File: src/design/wtr_pkg.sv
`timescale 1ns / 1ps
// wtr_pkg: shared widths, breakpoints, divider table and item types for wavelength_to_rgb
package wtr_pkg;

  // input format
  localparam int FRAC_BITS = 4;
  localparam int W_W       = 14;

  // breakpoints in 1/16 nm
  localparam logic [W_W-1:0] W_380 = W_W'(380 << FRAC_BITS);
  localparam logic [W_W-1:0] W_420 = W_W'(420 << FRAC_BITS);
  localparam logic [W_W-1:0] W_440 = W_W'(440 << FRAC_BITS);
  localparam logic [W_W-1:0] W_490 = W_W'(490 << FRAC_BITS);
  localparam logic [W_W-1:0] W_510 = W_W'(510 << FRAC_BITS);
  localparam logic [W_W-1:0] W_580 = W_W'(580 << FRAC_BITS);
  localparam logic [W_W-1:0] W_645 = W_W'(645 << FRAC_BITS);
  localparam logic [W_W-1:0] W_650 = W_W'(650 << FRAC_BITS);
  localparam logic [W_W-1:0] W_780 = W_W'(780 << FRAC_BITS);

  // width of the violet red hue ramp (60 nm) and of the product of the two violet ramps
  localparam int RISE_W  = $clog2((60 << FRAC_BITS) + 1);
  localparam int N_W     = 2 * RISE_W;
  localparam int D_W     = N_W;
  localparam int Q_W     = 8;
  localparam int X_W     = N_W + Q_W;
  localparam int SHIFT   = X_W;
  localparam int M_W     = X_W - $clog2(20 << FRAC_BITS) + 1;
  localparam int P_W     = X_W + M_W;

  // channel kinds
  localparam int MODE_W = 2;
  localparam logic [MODE_W-1:0] CH_ZERO  = 2'd0;
  localparam logic [MODE_W-1:0] CH_FULL  = 2'd1;
  localparam logic [MODE_W-1:0] CH_RATIO = 2'd2;

  // divider select codes, one per ramp
  localparam int DIV_W = 3;
  localparam logic [DIV_W-1:0] DIV_BLUE_RISE    = 3'd0;
  localparam logic [DIV_W-1:0] DIV_RED_RISE     = 3'd1;
  localparam logic [DIV_W-1:0] DIV_RED_VIOLET   = 3'd2;
  localparam logic [DIV_W-1:0] DIV_GREEN_BLUE   = 3'd3;
  localparam logic [DIV_W-1:0] DIV_BLUE_CYAN    = 3'd4;
  localparam logic [DIV_W-1:0] DIV_RED_GREEN    = 3'd5;
  localparam logic [DIV_W-1:0] DIV_GREEN_ORANGE = 3'd6;
  localparam logic [DIV_W-1:0] DIV_RED_FALL     = 3'd7;

  // ramp denominators
  localparam longint D_BLUE_RISE    = longint'(40) << FRAC_BITS;
  localparam longint D_RED_RISE     = (longint'(60) << FRAC_BITS) * (longint'(40) << FRAC_BITS);
  localparam longint D_RED_VIOLET   = longint'(60) << FRAC_BITS;
  localparam longint D_GREEN_BLUE   = longint'(50) << FRAC_BITS;
  localparam longint D_BLUE_CYAN    = longint'(20) << FRAC_BITS;
  localparam longint D_RED_GREEN    = longint'(70) << FRAC_BITS;
  localparam longint D_GREEN_ORANGE = longint'(65) << FRAC_BITS;
  localparam longint D_RED_FALL     = longint'(130) << FRAC_BITS;

  // reciprocals, floor(2^SHIFT / D)
  localparam longint ONE_S = longint'(1) << SHIFT;
  localparam longint R_BLUE_RISE    = ONE_S / D_BLUE_RISE;
  localparam longint R_RED_RISE     = ONE_S / D_RED_RISE;
  localparam longint R_RED_VIOLET   = ONE_S / D_RED_VIOLET;
  localparam longint R_GREEN_BLUE   = ONE_S / D_GREEN_BLUE;
  localparam longint R_BLUE_CYAN    = ONE_S / D_BLUE_CYAN;
  localparam longint R_RED_GREEN    = ONE_S / D_RED_GREEN;
  localparam longint R_GREEN_ORANGE = ONE_S / D_GREEN_ORANGE;
  localparam longint R_RED_FALL     = ONE_S / D_RED_FALL;

  // queue between front and back
  localparam int QDEPTH = 4;
  localparam int QAW    = $clog2(QDEPTH);
  localparam int QCW    = QAW + 1;

  typedef struct packed {
    logic [MODE_W-1:0] mode;
    logic [DIV_W-1:0]  div;
    logic [N_W-1:0]    num;
  } chan_t;

  typedef struct packed {
    chan_t red;
    chan_t green;
    chan_t blue;
  } item_t;

  typedef struct packed {
    logic       chk_v;
    logic [2:0] quot_ok;
  } bk_stat_t;

  // denominator of a ramp
  function automatic logic [D_W-1:0] div_den(input logic [DIV_W-1:0] code);
    logic [D_W-1:0] d;
    unique case (code)
      DIV_BLUE_RISE:    d = D_W'(D_BLUE_RISE);
      DIV_RED_RISE:     d = D_W'(D_RED_RISE);
      DIV_RED_VIOLET:   d = D_W'(D_RED_VIOLET);
      DIV_GREEN_BLUE:   d = D_W'(D_GREEN_BLUE);
      DIV_BLUE_CYAN:    d = D_W'(D_BLUE_CYAN);
      DIV_RED_GREEN:    d = D_W'(D_RED_GREEN);
      DIV_GREEN_ORANGE: d = D_W'(D_GREEN_ORANGE);
      DIV_RED_FALL:     d = D_W'(D_RED_FALL);
    endcase
    return d;
  endfunction

  // reciprocal of a ramp denominator
  function automatic logic [M_W-1:0] div_rcp(input logic [DIV_W-1:0] code);
    logic [M_W-1:0] r;
    unique case (code)
      DIV_BLUE_RISE:    r = M_W'(R_BLUE_RISE);
      DIV_RED_RISE:     r = M_W'(R_RED_RISE);
      DIV_RED_VIOLET:   r = M_W'(R_RED_VIOLET);
      DIV_GREEN_BLUE:   r = M_W'(R_GREEN_BLUE);
      DIV_BLUE_CYAN:    r = M_W'(R_BLUE_CYAN);
      DIV_RED_GREEN:    r = M_W'(R_RED_GREEN);
      DIV_GREEN_ORANGE: r = M_W'(R_GREEN_ORANGE);
      DIV_RED_FALL:     r = M_W'(R_RED_FALL);
    endcase
    return r;
  endfunction

endpackage

File: src/design/wtr_front.sv
`timescale 1ns / 1ps
// wtr_front: accepts wavelength beats and classifies them into per-channel ramp terms
module wtr_front (
  input  logic                      clk,
  input  logic                      rst_n,
  input  logic                      in_push,
  output logic                      in_full,
  input  logic [wtr_pkg::W_W-1:0]   in_wavelength_q4,
  output logic                      q_push,
  output wtr_pkg::item_t            q_item,
  input  logic                      q_full
);

  logic                         f_v_r;
  logic                         f_v_nxt;
  wtr_pkg::item_t               f_item_r;
  wtr_pkg::item_t               item_c;
  logic                         accept;
  logic [wtr_pkg::W_W-1:0]      w;
  logic [wtr_pkg::RISE_W-1:0]   rise_a;
  logic [wtr_pkg::RISE_W-1:0]   rise_b;
  logic [wtr_pkg::N_W-1:0]      rise_prod;

  // handshake: hold one classified beat until the queue takes it
  assign q_push  = f_v_r && !q_full;
  assign in_full = f_v_r && q_full;
  assign accept  = in_push && !in_full;
  assign q_item  = f_item_r;
  assign w       = in_wavelength_q4;

  // violet red is the product of the hue ramp and the intensity ramp
  assign rise_a    = wtr_pkg::RISE_W'(wtr_pkg::W_440 - w);
  assign rise_b    = wtr_pkg::RISE_W'(w - wtr_pkg::W_380);
  assign rise_prod = wtr_pkg::N_W'(rise_a) * wtr_pkg::N_W'(rise_b);

  // segment classification
  always_comb begin
    item_c = '0;
    item_c.red.mode   = wtr_pkg::CH_ZERO;
    item_c.green.mode = wtr_pkg::CH_ZERO;
    item_c.blue.mode  = wtr_pkg::CH_ZERO;
    priority if (w < wtr_pkg::W_380 || w > wtr_pkg::W_780) begin
      // outside the span: black
    end else if (w < wtr_pkg::W_420) begin
      item_c.red.mode  = wtr_pkg::CH_RATIO;
      item_c.red.div   = wtr_pkg::DIV_RED_RISE;
      item_c.red.num   = rise_prod;
      item_c.blue.mode = wtr_pkg::CH_RATIO;
      item_c.blue.div  = wtr_pkg::DIV_BLUE_RISE;
      item_c.blue.num  = wtr_pkg::N_W'(w - wtr_pkg::W_380);
    end else if (w < wtr_pkg::W_440) begin
      item_c.red.mode  = wtr_pkg::CH_RATIO;
      item_c.red.div   = wtr_pkg::DIV_RED_VIOLET;
      item_c.red.num   = wtr_pkg::N_W'(wtr_pkg::W_440 - w);
      item_c.blue.mode = wtr_pkg::CH_FULL;
    end else if (w < wtr_pkg::W_490) begin
      item_c.green.mode = wtr_pkg::CH_RATIO;
      item_c.green.div  = wtr_pkg::DIV_GREEN_BLUE;
      item_c.green.num  = wtr_pkg::N_W'(w - wtr_pkg::W_440);
      item_c.blue.mode  = wtr_pkg::CH_FULL;
    end else if (w < wtr_pkg::W_510) begin
      item_c.green.mode = wtr_pkg::CH_FULL;
      item_c.blue.mode  = wtr_pkg::CH_RATIO;
      item_c.blue.div   = wtr_pkg::DIV_BLUE_CYAN;
      item_c.blue.num   = wtr_pkg::N_W'(wtr_pkg::W_510 - w);
    end else if (w < wtr_pkg::W_580) begin
      item_c.red.mode   = wtr_pkg::CH_RATIO;
      item_c.red.div    = wtr_pkg::DIV_RED_GREEN;
      item_c.red.num    = wtr_pkg::N_W'(w - wtr_pkg::W_510);
      item_c.green.mode = wtr_pkg::CH_FULL;
    end else if (w < wtr_pkg::W_645) begin
      item_c.red.mode   = wtr_pkg::CH_FULL;
      item_c.green.mode = wtr_pkg::CH_RATIO;
      item_c.green.div  = wtr_pkg::DIV_GREEN_ORANGE;
      item_c.green.num  = wtr_pkg::N_W'(wtr_pkg::W_645 - w);
    end else if (w <= wtr_pkg::W_650) begin
      item_c.red.mode = wtr_pkg::CH_FULL;
    end else begin
      item_c.red.mode = wtr_pkg::CH_RATIO;
      item_c.red.div  = wtr_pkg::DIV_RED_FALL;
      item_c.red.num  = wtr_pkg::N_W'(wtr_pkg::W_780 - w);
    end
  end

  // front stage valid
  always_comb begin
    priority if (accept) begin
      f_v_nxt = 1'b1;
    end else if (q_push) begin
      f_v_nxt = 1'b0;
    end else begin
      f_v_nxt = f_v_r;
    end
  end

  always_ff @(posedge clk) begin
    if (!rst_n) begin
      f_v_r <= 1'b0;
    end else begin
      f_v_r <= f_v_nxt;
    end
  end

  // front stage payload
  always_ff @(posedge clk) begin
    if (accept) begin
      f_item_r <= item_c;
    end
  end

endmodule

File: src/design/wtr_queue.sv
`timescale 1ns / 1ps
// wtr_queue: short first-in first-out queue of classified beats between front and back
module wtr_queue (
  input  logic                     clk,
  input  logic                     rst_n,
  input  logic                     wr_en,
  input  wtr_pkg::item_t           wr_item,
  input  logic                     rd_en,
  output wtr_pkg::item_t           rd_item,
  output logic [wtr_pkg::QCW-1:0]  count
);

  wtr_pkg::item_t               mem_r [wtr_pkg::QDEPTH];
  logic [wtr_pkg::QAW-1:0]      wr_ptr_r;
  logic [wtr_pkg::QAW-1:0]      rd_ptr_r;
  logic [wtr_pkg::QCW-1:0]      cnt_r;
  logic [wtr_pkg::QCW-1:0]      cnt_nxt;

  assign rd_item = mem_r[rd_ptr_r];
  assign count   = cnt_r;

  // occupancy
  always_comb begin
    unique case ({wr_en, rd_en})
      2'b10:   cnt_nxt = cnt_r + wtr_pkg::QCW'(1);
      2'b01:   cnt_nxt = cnt_r - wtr_pkg::QCW'(1);
      default: cnt_nxt = cnt_r;
    endcase
  end

  // pointers
  always_ff @(posedge clk) begin
    if (!rst_n) begin
      wr_ptr_r <= '0;
      rd_ptr_r <= '0;
      cnt_r    <= '0;
    end else begin
      if (wr_en) begin
        wr_ptr_r <= wr_ptr_r + wtr_pkg::QAW'(1);
      end
      if (rd_en) begin
        rd_ptr_r <= rd_ptr_r + wtr_pkg::QAW'(1);
      end
      cnt_r <= cnt_nxt;
    end
  end

  // storage
  always_ff @(posedge clk) begin
    if (wr_en) begin
      mem_r[wr_ptr_r] <= wr_item;
    end
  end

endmodule

File: src/design/wtr_back.sv
`timescale 1ns / 1ps
// wtr_back: three-stage reciprocal divider pipeline that turns ramp terms into 8-bit channels
module wtr_back (
  input  logic                     clk,
  input  logic                     rst_n,
  input  logic                     q_empty,
  output logic                     q_pop,
  input  wtr_pkg::item_t           q_item,
  output logic                     out_empty,
  input  logic                     out_pop,
  output logic [7:0]               out_red,
  output logic [7:0]               out_green,
  output logic [7:0]               out_blue,
  output wtr_pkg::bk_stat_t        stat
);

  logic                            en;
  logic                            s1_v_r;
  logic                            s2_v_r;
  logic                            s3_v_r;
  logic                            s1_v_nxt;
  wtr_pkg::chan_t                  ch [3];

  logic [wtr_pkg::MODE_W-1:0]      s1_mode_r [3];
  logic [wtr_pkg::DIV_W-1:0]       s1_div_r  [3];
  logic [wtr_pkg::X_W-1:0]         s1_x_r    [3];
  logic [wtr_pkg::P_W-1:0]         s1_p_r    [3];
  logic [wtr_pkg::MODE_W-1:0]      s2_mode_r [3];
  logic [wtr_pkg::DIV_W-1:0]       s2_div_r  [3];
  logic [wtr_pkg::X_W-1:0]         s2_x_r    [3];
  logic [wtr_pkg::X_W-1:0]         s2_qd_r   [3];
  logic [wtr_pkg::Q_W-1:0]         s2_q_r    [3];
  logic [7:0]                      s3_val_r  [3];

  // one stall for the whole pipe; the last stage is the output register
  assign en        = !s3_v_r || out_pop;
  assign q_pop     = en && !q_empty;
  assign s1_v_nxt  = !q_empty;
  assign out_empty = !s3_v_r;
  assign out_red   = s3_val_r[0];
  assign out_green = s3_val_r[1];
  assign out_blue  = s3_val_r[2];
  assign stat.chk_v = s2_v_r;

  assign ch[0] = q_item.red;
  assign ch[1] = q_item.green;
  assign ch[2] = q_item.blue;

  // stage valids
  always_ff @(posedge clk) begin
    if (!rst_n) begin
      s1_v_r <= 1'b0;
      s2_v_r <= 1'b0;
      s3_v_r <= 1'b0;
    end else if (en) begin
      s1_v_r <= s1_v_nxt;
      s2_v_r <= s1_v_r;
      s3_v_r <= s2_v_r;
    end
  end

  for (genvar g = 0; g < 3; g++) begin : g_chan
    logic [wtr_pkg::X_W-1:0] x_c;
    logic [wtr_pkg::Q_W-1:0] q_est;
    logic [wtr_pkg::D_W-1:0] den2;
    logic [wtr_pkg::X_W:0]   rem;
    logic [wtr_pkg::X_W:0]   den_x;
    logic [wtr_pkg::Q_W:0]   q_fix;
    logic [7:0]              val_c;

    // scale by 255 as shift and subtract
    assign x_c = (wtr_pkg::X_W'(ch[g].num) << 8) - wtr_pkg::X_W'(ch[g].num);

    // estimate from reciprocal, low by at most one
    assign q_est = s1_p_r[g][wtr_pkg::SHIFT +: wtr_pkg::Q_W];

    // remainder check and correction
    assign den2  = wtr_pkg::div_den(s2_div_r[g]);
    assign den_x = (wtr_pkg::X_W + 1)'(den2);
    assign rem   = {1'b0, s2_x_r[g]} - {1'b0, s2_qd_r[g]};
    assign q_fix = (rem >= den_x) ? ({1'b0, s2_q_r[g]} + (wtr_pkg::Q_W + 1)'(1))
                                  : {1'b0, s2_q_r[g]};
    assign stat.quot_ok[g] = !rem[wtr_pkg::X_W] && (rem < (den_x << 1));

    // channel result with cap
    always_comb begin
      unique case (s2_mode_r[g])
        wtr_pkg::CH_FULL:  val_c = 8'hFF;
        wtr_pkg::CH_RATIO: val_c = q_fix[wtr_pkg::Q_W] ? 8'hFF : q_fix[7:0];
        default:           val_c = 8'h00;
      endcase
    end

    // stage 1: scaled numerator times reciprocal
    // stage 2: estimate times denominator
    // stage 3: corrected quotient
    always_ff @(posedge clk) begin
      if (en) begin
        s1_mode_r[g] <= ch[g].mode;
        s1_div_r[g]  <= ch[g].div;
        s1_x_r[g]    <= x_c;
        s1_p_r[g]    <= wtr_pkg::P_W'(x_c) * wtr_pkg::P_W'(wtr_pkg::div_rcp(ch[g].div));
        s2_mode_r[g] <= s1_mode_r[g];
        s2_div_r[g]  <= s1_div_r[g];
        s2_x_r[g]    <= s1_x_r[g];
        s2_q_r[g]    <= q_est;
        s2_qd_r[g]   <= wtr_pkg::X_W'(wtr_pkg::X_W'(q_est)
                        * wtr_pkg::X_W'(wtr_pkg::div_den(s1_div_r[g])));
        s3_val_r[g]  <= val_c;
      end
    end
  end

endmodule

File: src/design/wavelength_to_rgb.sv
`timescale 1ns / 1ps
// wavelength_to_rgb: wavelength to 8-bit color converter, queue-style ports on both sides
//
// Input channel: drive in_wavelength_q4 (nm, four fraction bits) with in_push; a beat is
// taken on a rising edge with in_push high and in_full low.
// Result channel: while out_empty is low, out_red, out_green and out_blue hold the oldest
// color; it is taken on a rising edge with out_pop high. One color per wavelength, in order.
// Path: a beat passes the front register, the queue, then the three stages of the reciprocal
// divider before it is shown.
// Throughput: one beat per cycle unless stalled; each channel has its own 28x20 multiplier
// in the first divider stage and an 8x20 multiplier in the second, each used once per beat.
// Stall: when out_pop stays low the divider pipe freezes with the color held; the front
// keeps taking beats into a four-deep queue and raises in_full once it and its register
// are full.
// Reset: synchronous, active-low rst_n empties front, queue and pipe; out_empty is high and
// in_full low on the first cycle after reset. No other state is kept.
module wavelength_to_rgb (
  input  logic                     clk,
  input  logic                     rst_n,
  input  logic                     in_push,
  output logic                     in_full,
  input  logic [wtr_pkg::W_W-1:0]  in_wavelength_q4,
  output logic                     out_empty,
  input  logic                     out_pop,
  output logic [7:0]               out_red,
  output logic [7:0]               out_green,
  output logic [7:0]               out_blue
);

  logic                        q_push;
  logic                        q_pop;
  logic                        q_full;
  logic                        q_empty;
  logic [wtr_pkg::QCW-1:0]     q_count;
  wtr_pkg::item_t              q_wr_item;
  wtr_pkg::item_t              q_rd_item;
  wtr_pkg::bk_stat_t           bk_stat;

  // queue flags
  assign q_full  = (q_count == wtr_pkg::QCW'(wtr_pkg::QDEPTH));
  assign q_empty = (q_count == '0);

  // accept and classify
  wtr_front u_front (
    .clk              (clk),
    .rst_n            (rst_n),
    .in_push          (in_push),
    .in_full          (in_full),
    .in_wavelength_q4 (in_wavelength_q4),
    .q_push           (q_push),
    .q_item           (q_wr_item),
    .q_full           (q_full)
  );

  // decoupling queue
  wtr_queue u_queue (
    .clk     (clk),
    .rst_n   (rst_n),
    .wr_en   (q_push),
    .wr_item (q_wr_item),
    .rd_en   (q_pop),
    .rd_item (q_rd_item),
    .count   (q_count)
  );

  // divide and deliver
  wtr_back u_back (
    .clk       (clk),
    .rst_n     (rst_n),
    .q_empty   (q_empty),
    .q_pop     (q_pop),
    .q_item    (q_rd_item),
    .out_empty (out_empty),
    .out_pop   (out_pop && !out_empty),
    .out_red   (out_red),
    .out_green (out_green),
    .out_blue  (out_blue),
    .stat      (bk_stat)
  );

`ifndef SYNTHESIS
  a_queue_bound: assert property (@(posedge clk) disable iff (!rst_n)
    q_count <= wtr_pkg::QCW'(wtr_pkg::QDEPTH))
    else $error("queue occupancy beyond depth");

  a_reset_empty: assert property (@(posedge clk)
    !rst_n |=> (out_empty && !in_full))
    else $error("not empty after reset");

  a_quot_range: assert property (@(posedge clk) disable iff (!rst_n)
    bk_stat.chk_v |-> (&bk_stat.quot_ok))
    else $error("reciprocal estimate off by more than one");

  a_no_pop_empty: assert property (@(posedge clk) disable iff (!rst_n)
    q_pop |-> !q_empty)
    else $error("queue read while empty");
`endif

endmodule
File: config.mk
export PLATFORM = sky130hd
export DESIGN_NAME = wavelength_to_rgb
export DESIGN_NICKNAME = d
export VERILOG_FILES = /design/src/design/wtr_pkg.sv /design/src/design/wtr_front.sv /design/src/design/wtr_queue.sv /design/src/design/wtr_back.sv /design/src/design/wavelength_to_rgb.sv
export SDC_FILE = /design/constraint.sdc
export NUM_CORES = 2
export LEC_CHECK = 0
export ABC_CLOCK_PERIOD_IN_PS = 11200
export BUFFER_PORTS_ARGS = -buffer_cell sky130_fd_sc_hd__buf_2
export CORE_AREA = 5 5 367 369
export CTS_CLUSTER_DIAMETER = 50
export DETAILED_ROUTE_END_ITERATION = 12
export DIE_AREA = 0 0 372 374
export PLACE_DENSITY = 0.83
export SKIP_CTS_REPAIR_TIMING = 1
export SLEW_MARGIN = 0
export SYNTH_ARGS = -nofsm -noshare
export SYNTH_HDL_FRONTEND = slang
export SYNTH_SLANG_ARGS = --single-unit
File: constraint.sdc
create_clock -name clk -period 11.2 [get_ports clk]
set_clock_uncertainty 0.1 [all_clocks]
set_input_delay 1.68 -clock clk [delete_from_list [all_inputs] [get_ports clk]]
set_output_delay 1.68 -clock clk [all_outputs]
set_load 0.1 [all_outputs]
=== Word level (Yosys, flattened, before mapping) ===
Memories as Yosys holds them, arrays and structs flattened. A register that Yosys moved wholly into a read port is not among the register bits.
Index checks and enable logic that the tools add are counted.

* Add/sub/neg operators: 22
* Multipliers: 7
* $lt $le $gt $ge: 12
* Equality and inequality tests: 9
* Mux-type cells: 43
* Reduce and logical (&&, ||, !) cells: 19

{| class="wikitable"
|+ Operator list
! kind !! number
|-
| 2-to-1 mux 25 bit || 7
|-
| multiplier 28 x 20 -> 48 bit || 3
|-
| 2-to-1 mux 23 bit || 6
|-
| 2-to-1 mux 20 bit || 6
|-
| greater-or-equal comparator 29 x 20 -> 1 bit || 3
|-
| subtractor 28 x 28 -> 29 bit || 3
|-
| multiplier 8 x 20 -> 28 bit || 3
|-
| subtractor 28 x 20 -> 28 bit || 3
|-
| < comparator 14 x 13 -> 1 bit, second input constant || 5
|-
| 2-to-1 mux 27 bit || 2
|-
| case mux 8 bit (2 select lines) || 3
|-
| subtractor 14 x 13 -> 15 bit, second input constant || 3
|-
| subtractor 13 x 14 -> 15 bit, first input constant || 2
|-
| subtractor 14 x 14 -> 15 bit, first input constant || 2
|-
| < comparator 14 bit, second input constant || 2
|-
| adder 8 x 1 -> 9 bit, second input constant || 3
|-
| 2-to-1 mux 9 bit || 3
|-
| 2-to-1 mux 8 bit || 3
|-
| multiplier 10 x 10 -> 20 bit || 1
|-
| > comparator 14 bit, second input constant || 1
|-
| <= comparator 14 bit, second input constant || 1
|-
| 2-to-1 mux 2 bit || 6
|-
| subtractor 10 bit, first input constant || 1
|-
| subtractor 10 bit, second input constant || 1
|-
| 18 further kinds || 39
|}

* Register bits after elaboration: 86
* Bits in writable memories: 774
* ROM bits: 1056
* Output and inout port bits: 26
* Logic and storage cells: 154
* Memories: 20

{| class="wikitable"
|+ Memory list
! memory !! words !! width !! read ports !! clocked after memory_dff !! write ports !! RTL line !! text
|-
| u_queue.mem_r || 4 || 75 || 1 || 1 || 1 || wtr_queue.sv:13 || <nowiki>wtr_pkg::item_t mem_r [wtr_pkg::QDEPTH];</nowiki>
|-
| (name not given) || 8 || 20 || 1 || 0 || 0 || wtr_pkg.sv:109 || <nowiki>unique case (code)</nowiki>
|-
| (name not given) || 8 || 20 || 1 || 0 || 0 || wtr_pkg.sv:109 ||
|-
| (name not given) || 8 || 20 || 1 || 0 || 0 || wtr_pkg.sv:109 ||
|-
| u_back.s1_p_r || 3 || 48 || 3 || 0 || 3 || wtr_back.sv:27 || <nowiki>logic [wtr_pkg::P_W-1:0] s1_p_r [3];</nowiki>
|-
| (name not given) || 8 || 12 || 1 || 0 || 0 || wtr_pkg.sv:93 || <nowiki>unique case (code)</nowiki>
|-
| 14 more memories || -- || -- || -- || -- || -- || -- ||
|}

=== Logic depth before layout (Yosys ltp) ===
* Word-level depth: 8
* Depth in mapped cells: 48
* Mapped depth without buffers: 43

=== Modules after synthesis ===
From an unflattened synthesis, not the netlist that was laid out.

* Cells, all modules: 8942
* Area, all modules: 89737.3 um^2

{| class="wikitable"
|+ By module, submodules not included
! module !! instances !! cells each !! area an instance (um^2)
|-
| wtr_back || 1 || 7752 || 71274.6
|-
| wtr_queue || 1 || 431 || 11247.0
|-
| wtr_front || 1 || 756 || 7186.9
|-
| wavelength_to_rgb || 1 || 3 || 28.8
|}

=== Worst setup path after synthesis ===
No wires, ideal clock.

* Path type: register -> register
* Start: register with a tool-made name
* End: memory u_back.s1_p_r[0][35] in the netlist's numbering (data pin)
* Data arrival time: 10649 ps
* Data required time: 10842 ps
* Slack: 193 ps
* Cell stages (with the launch flop): 48
* Buffers on the path: 8
* Clock period less this slack: 11007 ps
* Cell sequence: dfxtp_1 -> buf_6 -> buf_12 -> buf_6 -> buf_4 -> buf_6 -> buf_1 -> buf_1 -> mux4_2 -> inv_1 -> ha_1 -> a21o_1 -> a21o_1 -> a21oi_1 -> o31ai_2 -> a21boi_0 -> o21bai_1 -> a21oi_1 -> (+12 left out) -> fa_1 -> inv_1 -> fa_1 -> inv_1 -> ha_1 -> nand4_1 -> nor2_1 -> nor3_1 -> a21oi_1 -> nor3_1 -> a211oi_1 -> o21ai_0 -> a21boi_1 -> o21ai_0 -> a21boi_1 -> o21a_1 -> nor2_1 -> xnor2_1

{| class="wikitable"
|+ RTL lines
! element !! RTL line
|-
| to (decl) || wtr_back.sv:27
|}

==> qor.yml <==
fmax_ghz: 0.0933
grt_max_degree: 150
wl_um: 202000
synth_compound_area_share_pct: 5.33
yosys.area_share.simple_pct: 11.0
synth_edf_count: 636
avgViaCountPerCell: 5.72
antenna_found_initial: 9
yosysWarnings: 0
place.port_buffers: 43
grt_pass1_wl_um: 323000
syn-cell-area_um2: 78100
cp_slowest_cell: "mux4_2"
synth_top_family_by_area: "adder cells"
grtUsageTotal_pct: 29.8
clkTransAtPathRegs_ps: 60
rows: 133
setup-violations-final: 0
coreArea_um2: 131000
grt_pass1_vias: 58951
end_kind: "flop"
dieArea_um2: 139000
multi_input_area_um2: 51200
vias: 54655
seq_area_frac_synth_pct: 24.8
clk_latency_ps: 710
synth-main-ff-cell: "edfxtp_1"
start_util_pct: 59.7
regArea_um2: 19400
postRouteAntennaNets: 0
synth_most_common_cell: "inv_1"
syn-mean-instance-area_um2: 10.3
synth_commonest_cells: "inv_1 (1,826), fa_1 (1,243), nor2_1 (773)"
min_period_ps: 10720
hpwl_um: 161000
hold_class: "flop to flop"
synth_top_area_share_pct: 31.8
worst_ep_required_time_ps: 11520
rsz0062_at_grt: "no"
status: "finished, final reports clean"
tightest_slew_ps: 1190
htree_levels: 3
maxCapViolCount: 0
crit_fanout: 13
area_delta_synth_final_pct: 7.63
whs_ps: 311
drtPass1Iterations: 11
cp-start-kind: "flop"
cts_tree: "yes"
crit_type: "flop to flop"
die_x_um: 372
root_buffer: "clkbuf_16"
synth.area.top_cells: "fa_1 (32%), edfxtp_1 (24%), ha_1 (12%), inv_1 (8.8%), nor2_1 (3.7%)"
drc: 0
cts_buffers: 84
ys_types: 101
gp_congestion: 1.00
hold_viol_final: 0
crit_top_cell: "fa_1"
nets: 9735
post-route-period-util_pct: 95.7
die_h_um: 374
nFillCells: 10079
io_pins: 44
grt-ovfl-total: 0
netlist_instances: 7616
post_drt_wl_per_cell_um: 21.1
clockBufferDepth: 3
yosys.area_share.xor_xnor_pct: 2.84
synth-async-reset-ratio_pct: 0
synth_fa_ha_area_share_pct: 43.8
synth-seq-cells: 649
drtIter0Drc: 4928
crit_arrival_ps: 11050
relSlewSlack_pct: 20.0
max_stage_delay_ps: 660
cts_sinks: 649
slew_viol_final: 0
synthMuxAreaShare_pct: 2.25
fin_tns_setup_ps: 0
drive_above_1_share_pct: 6.39
yosysTopAreaCell: "fa_1"
==> cell families (layout without fill, tap and decap cells) <==
| group | Yosys count | after routing |
|---|---|---|
| buf+inv | 2054 | 2202 |
| compound gates | 646 | 646 |
| simple gates | 1928 | 1928 |
| xor+xnor | 242 | 242 |
| flops | 649 | 649 |
| other cells | 2 | 40 |
| mux | 104 | 104 |
| fa+ha+maj | 1991 | 1991 |
==> registers in the layout, indices dropped and copies added, names as in the netlist, 2 cells and up, named ones only <==
signal	flops
u_back.s2_qd_r	62
u_queue.count	3
u_queue.wr_ptr_r	2
u_back.s2_x_r	84
u_back.s3_val_r	24
u_back.s2_q_r	24
u_queue.mem_r	248
u_back.s1_div_r	6
u_back.s1_mode_r	6
u_back.s2_mode_r	6
u_back.s1_x_r	84
u_front.q_item	62
u_queue.rd_ptr_r	2
u_back.s2_div_r	6
u_back.s1_p_r	24
==> critical path: cells and delay by family, from the launching register on <==
family	cells	cell delay, ps
buffers and inverters	9	1390
muxes	1	660
and+or+nand+nor	9	1310
xor gates and xnor gates	2	280
AOI/OAI and AO/OA	9	2010
adders and majority gates	9	4100
DFF	1	550
==> stage by stage <==
step                util, %  cells  cell area, um^2  setup WS (ps)
floorplan                 -   7646            78300            193
global placement       62.0   9393            81100            428
detailed placement     62.0   9393            81100            186
CTS                    64.2   9547            84000           28.1
global route           64.3   9554            84100           12.3
finish                 64.3   9557            84100            478
==> cell type report <==
class	instances	share of cell area, %
antenna	8	0.0238
clock buffer	102	2.63
clock inverter	52	0.821
inverter	1852	8.27
multi-input combinational	4943	60.9
sequential	649	23.0
tap	1755	2.61
timing repair buffer	196	1.69
==> metal layers <==
metal | up-vias | wire (um) | track usage [%]
met1 | 27274 | 76900 | 39.6
met5 | - | 47 | 0
met4 | 4 | 10000 | 12.2
met3 | 657 | 18400 | 5.28
li1 | 24060 | - | -
met2 | 2660 | 96100 | 48.7
==> cell usage in the layout, fill, tap and decap left out, drive strengths merged, types with 34 or more instances in the layout <==
| cell | instances |
|---|---|
| o21a | 41 |
| xor2 | 61 |
| ha | 748 |
| nand2 | 574 |
| clkinv | 41 |
| mux4 | 55 |
| nor2 | 776 |
| fa | 1243 |
| nor3 | 93 |
| nand2b | 68 |
| inv | 1852 |
| xnor2 | 179 |
| a21o | 65 |
| mux2i | 34 |
| buf | 196 |
| o21ai | 148 |
| nor2b | 59 |
| nand3 | 74 |
| edfxtp | 636 |
| clkbuf | 102 |
| and3 | 61 |
| a21oi | 183 |
| and2 | 99 |
==> path summary, 6_finish.rpt <==
kind | startpoint | endpoint | slack (ps) | cells after the start
max | flop | u_back.s1_p_r[0][35]$_DFFE_PP_ | 480 | 39
min | u_back.s1_x_r[0][8]$_DFFE_PP_ | u_back.s2_x_r[0][8]$_DFFE_PP_ | 310 | 0
max reg2reg | flop | u_back.s1_p_r[0][35]$_DFFE_PP_ | 480 | 39
min reg2reg | u_back.s1_x_r[0][8]$_DFFE_PP_ | u_back.s2_x_r[0][8]$_DFFE_PP_ | 310 | 0
Power is left out: the tool's default activity adds up to more than one toggle a clock period on the data nets, which glitch-free logic cannot reach.
